## config.mk

```make
export PLATFORM = sky130hd
export DESIGN_NAME = rbes_div
export DESIGN_NICKNAME = d
export VERILOG_FILES = /design/src/hw/rtl/rbes_pkg.sv /design/src/hw/rtl/rbes_div.sv
export SDC_FILE = /design/constraint.sdc
export NUM_CORES = 1
export LEC_CHECK = 0
export BUFFER_PORTS_ARGS = -buffer_cell sky130_fd_sc_hd__buf_2
export CORE_UTILIZATION = 35
export CTS_CLUSTER_DIAMETER = 120
export DETAILED_ROUTE_END_ITERATION = 8
export PLACE_DENSITY = 0.5
export SETUP_SLACK_MARGIN = 0.4
export SLEW_MARGIN = 15
export SYNTH_ARGS = -nofsm -noshare
export SYNTH_HDL_FRONTEND = slang
export SYNTH_SLANG_ARGS = --single-unit
```

## constraint.sdc

```tcl
create_clock -name i_clk -period 5.5 [get_ports i_clk]
set_clock_uncertainty 0.1 [all_clocks]
set_input_delay 0.55 -clock i_clk [delete_from_list [all_inputs] [get_ports i_clk]]
set_output_delay 0.55 -clock i_clk [all_outputs]
set_load 0.02 [all_outputs]
```

## src/hw/rtl/rbes_pkg.sv

```systemverilog
// ----------------------------------------------------------------------------
// rbes_pkg
// Shared types, constants and fixed-point helpers of the rigid body stepper.
// ----------------------------------------------------------------------------
package rbes_pkg;

    localparam int FRAC_BITS = 16;
    localparam int DT_W      = FRAC_BITS + 1;  // dt = 2^FRAC_BITS / tps
    localparam int QW        = 48;             // divider magnitude width
    localparam int DEN_W     = 31;             // divisor width

    localparam logic FUNC_LOAD = 1'b0;
    localparam logic FUNC_TICK = 1'b1;

    localparam logic [1:0] CFG_TICKS_PER_SEC = 2'd0;
    localparam logic [1:0] CFG_GRAVITY_X     = 2'd1;
    localparam logic [1:0] CFG_GRAVITY_Y     = 2'd2;
    localparam logic [1:0] CFG_PART_COUNT    = 2'd3;

    typedef struct packed {
        logic               func;
        logic [3:0]         part_index;
        logic [30:0]        mass;
        logic [30:0]        inertia;
        logic [30:0]        linear_drag;
        logic [30:0]        angular_drag;
        logic signed [31:0] center_x;
        logic signed [31:0] center_y;
    } t_in;

    typedef struct packed {
        logic [3:0]         out_index;
        logic signed [31:0] pos_x;
        logic signed [31:0] pos_y;
        logic signed [31:0] heading;
        logic signed [31:0] vel_x;
        logic signed [31:0] vel_y;
        logic signed [31:0] spin;
        logic               last;
    } t_out;

    typedef struct packed {
        logic signed [31:0] pos_x;
        logic signed [31:0] pos_y;
        logic signed [31:0] angle;
        logic signed [31:0] vel_x;
        logic signed [31:0] vel_y;
        logic signed [31:0] spin;
        logic [30:0]        mass;
        logic [30:0]        inertia;
        logic [30:0]        drag;
        logic [30:0]        adrag;
    } t_part;

    function automatic logic signed [31:0] sat32(input logic signed [63:0] v);
        if (v > 64'sd2147483647) begin
            return 32'sh7FFFFFFF;
        end
        if (v < -64'sd2147483648) begin
            return 32'sh80000000;
        end
        return signed'(v[31:0]);
    endfunction

    // floor scaling of a product back to the fixed-point grid
    function automatic logic signed [63:0] fshift(input logic signed [63:0] v);
        return v >>> FRAC_BITS;
    endfunction

endpackage

```

## src/hw/rtl/rbes_div.sv

```systemverilog
// ----------------------------------------------------------------------------
// rbes_div
// Serial restoring divider, one quotient bit per cycle, signed numerator,
// unsigned divisor, quotient truncated toward zero, zero for a zero divisor.
// ----------------------------------------------------------------------------
module rbes_div (
    input  logic                              i_clk,
    input  logic                              i_rst_n,
    input  logic                              i_start,
    input  logic signed [rbes_pkg::QW:0]      i_num,
    input  logic [rbes_pkg::DEN_W-1:0]        i_den,
    output logic                              o_busy,
    output logic                              o_done,
    output logic signed [rbes_pkg::QW:0]      o_quo
);

    localparam int QW  = rbes_pkg::QW;
    localparam int DW  = rbes_pkg::DEN_W;
    localparam int CNW = $clog2(QW + 1);

    logic           r_busy;
    logic           r_done;
    logic [CNW-1:0] r_cnt;
    logic [QW-1:0]  r_quo;
    logic [DW-1:0]  r_rem;
    logic [DW-1:0]  r_den;
    logic           r_neg;
    logic           r_zero;

    logic [DW:0]    rem_sh;
    logic           n_bit;
    logic [DW-1:0]  n_rem;
    logic [QW-1:0]  mag;

    assign mag    = QW'(i_num[QW] ? -i_num : i_num);
    assign rem_sh = {r_rem, r_quo[QW-1]};
    assign n_bit  = rem_sh >= {1'b0, r_den};
    assign n_rem  = n_bit ? DW'(rem_sh - {1'b0, r_den}) : DW'(rem_sh);

    always_ff @(posedge i_clk) begin
        if (!i_rst_n) begin
            r_busy <= 1'b0;
            r_done <= 1'b0;
            r_cnt  <= '0;
        end else begin
            r_done <= 1'b0;
            if (i_start) begin
                r_busy <= 1'b1;
                r_cnt  <= CNW'(QW);
            end else if (r_busy) begin
                r_cnt <= r_cnt - 1'b1;
                if (r_cnt == CNW'(1)) begin
                    r_busy <= 1'b0;
                    r_done <= 1'b1;
                end
            end
        end
    end

    always_ff @(posedge i_clk) begin
        if (i_start) begin
            r_quo  <= mag;
            r_rem  <= '0;
            r_den  <= i_den;
            r_neg  <= i_num[QW];
            r_zero <= (i_den == '0);
        end else if (r_busy) begin
            r_rem <= n_rem;
            r_quo <= {r_quo[QW-2:0], n_bit};
        end
    end

    always_comb begin
        if (r_zero) begin
            o_quo = '0;
        end else if (r_neg) begin
            o_quo = -signed'({1'b0, r_quo});
        end else begin
            o_quo = signed'({1'b0, r_quo});
        end
    end

    assign o_busy = r_busy;
    assign o_done = r_done;

endmodule
```

==> parameters.txt <==
Parameter                              Value

Route
  Iteration-0 DRC count of the detailed router    541
  Iteration count of the initial detailed-routing pass    5
  Number of vias after detailed routing    7886
  Post-detailed-route wirelength per cell    16.6 µm
  Detailed Route WL    24700 µm
  DRC violations left    0
  Vias per cell    5.29
  Antenna violation net count after detailed routing    0

Floorplan
  Cell Rows    57
  Core ar.    24500 µm²
  Die area    25800 µm²
  Number of primary I/O pins    134
  DIE HEIGHT    161 µm
  Initial core utilization    0.359
  Width of the die    161 µm

STA
  Period utilisation layout    0.780
  RSZ-0062 raised after global routing    no
  Final-layout setup total negative slack    0 ns
  Number of pins with negative max-slew slack in the final report    0
  Transition time at the pin with the least slew margin    1.10 ns
  Final setup viols    0
  Setup slack of the critical path after layout    1.21 ns
  Max Clk Rate    233 MHz
  Final period demand of the worst path    4.29 ns
  Final Hold Viols    0
  Worst max-slew margin expressed relative to the limit    0.263

Worst setup path
  Worst path required time    4.85 ns
  Worst reg2reg setup slack    1.71 ns
  Worst reg2reg endpoint    r_rem[14]
  Max stage delay on crit path    0.59 ns
  Sum of buffers and inverters on the critical path    1
  Cell-by-cell listing of the critical path    or4_1, or3_1, or2_2, nand2b_1, nor3b_1, nand2_1, o21ai_0, xnor2_1, nor2_1, buf_2
  Worst path slowest cell    or4_1
  Nature of the critical path startpoint    flip-flop
  Launch point of the worst path    r_quo[16]
  Number of logic stages on the critical path including buffering    10
  Logic depth of the worst register-to-register path    13
  Maximum net fanout on the critical path    4
  Crit Path Category    reg2out
  Endpoint of the worst setup timing path    o_quo[47]
  Arrival @ worst endpoint    3.64 ns
  Sort of element at the end of the critical path    primary output
  Startpoint of the lowest-slack register-to-register path    r_quo[47]
  Largest delay share family, worst path    simple AND/OR/NAND/NOR gates

Placement
  HPWL after DPL    18300 µm
  Input/output buffers    133
  Routability-driven placement congestion ratio    0.834
  Placed Area    9750 µm²
  Post-placement setup slack    1.38 ns

Logic synthesis
  Yosys synthesis warning count    0
  Post-synthesis register bit count    120
  Mapped Area    8810 µm²
  Number of nets in the synthesized netlist    1163
  Avg Synthesized Cell Area    8.44 µm²
  Number of flops mapped to enable cells by yosys    81
  FFs w/ async S/R, synth    0
  Most used flip-flop cell after synthesis    edfxtp_1
  Fraction of the yosys area taken by sequential cells    0.365
  Cell count after synthesis    1044
  Post-synthesis cell type count    62

Power and ir drop
  Leakage power figure    4.21 nW
  PwrDens    293 nW/µm²
  Worst IR drop on VDD    0.210 mV

Clock tree
  Number of buffers created by CTS    17
  Post-CTS sizing    0
  CTS clk-pin slew, worst paths    0.07 ns
  Clk Latency, worst-skew pair    0.43 ns
  CTS H-tree lvls    4
  Buffers inserted during post-CTS setup optimization    0
  Clock tree buffer depth    2
  Root Buffer    clkbuf_16
  Number of hold buffers added after cts    0
  Clock tree from TritonCTS    done
  Clk sinks    120

Layout
  Commonest cells after routing, fill and taps aside    150 x nor2_1, 132 x buf_2, 95 x xor2_1, 93 x a21oi_1
  Area added between synthesis and finish    17.5%
  Number of nets in the finished design    1272
  Most common cell after layout, fill and taps aside    nor2_1
  # diodes    0
  Number of filler cells placed in the layout    2596
  Finished layout cell area    10300 µm²
  Layout cell share with drive strength beyond 1    0.172

Status
  Run status    finished clean

Global routing
  Initial antenna violation count    1
  Via count of the first global-routing pass    7425
  Wire length of the first global-routing pass    39700 µm
  Total track usage    0.196
  Largest net degree at the start of global routing    58
  Total overflow reported by the global router    0

Min path
  Type of the tightest min-delay check    in2reg

Job
  Number of maximum-capacitance violations    0
worst min-delay path by stage:
stage,startpoint,to,cells after the start
2_1_floorplan,r_rem[24],r_rem[24],2
3_3_place_gp,r_rem[24],r_rem[24],2
3_5_place_dp,r_rem[24],r_rem[24],2
4_1_cts,i_den[6],r_den[6],1
5_1_grt,i_den[9],r_den[9],1
6_report,i_den[6],r_den[6],1
per-layer routing:
metal / vias up / wire (µm) / GRT usage
met5: - / 13 / 0
met4: 2 / 231 / 0.0498
met3: 20 / 1110 / 0.0323
met2: 182 / 10600 / 0.295
met1: 3698 / 12800 / 0.288
li1: 3984 / - / -
power breakdown:
group	total [mW]	leakage, nW	switching [mW]	internal (mW)
clock network	1.15	0.282	0.474	0.676
registers	1.15	1.11	0.0848	1.06
logic	0.736	2.82	0.452	0.284
metrics by stage:
step / std cells / power [mW] / hold slack [ns] / utilization
after floorplan: 1044 / 1.66 / 0.342 / -
after global placement: 1458 / 1.90 / 0.372 / 0.398
after detailed placement: 1458 / 1.90 / 0.372 / 0.398
after CTS: 1490 / 3.06 / 0.194 / 0.422
after global routing: 1490 / 3.19 / 0.198 / 0.422
final: 1490 / 3.03 / 0.209 / 0.422
synthesized netlist by cell type, types with 23 or more instances:
cell type,count,area (µm²)
o31ai_1,25,188
xor2_1,95,832
o21ai_0,63,315
xnor2_1,23,201
dfxtp_1,39,781
nor2_1,150,563
clkbuf_1,47,176
edfxtp_1,81,2430
ha_1,35,438
nor3_1,23,115
inv_1,46,173
nand2_1,81,304
a21oi_1,93,465
final cells by class:
class	count	area, µm²	area share
Multi-Input combinational cell	826	5230	0.505
Sequential cell	120	3210	0.310
Timing Repair Buffer	142	736	0.0711
Clock buffer	17	425	0.0411
Tap cell	324	405	0.0392
Inverter	46	173	0.0167
Clock inverter	15	169	0.0163
cell families after synthesis:
logic type | after synthesis | synth area share
AOI/OAI and AO/OA | 273 | 0.195
xor gates and xnor gates | 118 | 0.117
adders and majority gates | 36 | 0.0520
buffers and inverters | 98 | 0.0418
DFF | 120 | 0.365
muxes | 21 | 0.0254
and+or+nand+nor | 378 | 0.204
state kept, by name, summed over array words and instances, names as in the netlist:
| register | flops |
|---|---|
| r_quo | 48 |
| r_den | 31 |
| r_rem | 31 |
| r_cnt | 6 |
| o_busy | 1 |
| o_done | 1 |
| r_neg | 1 |
| r_zero | 1 |
(Power assumes the default switching activity.)
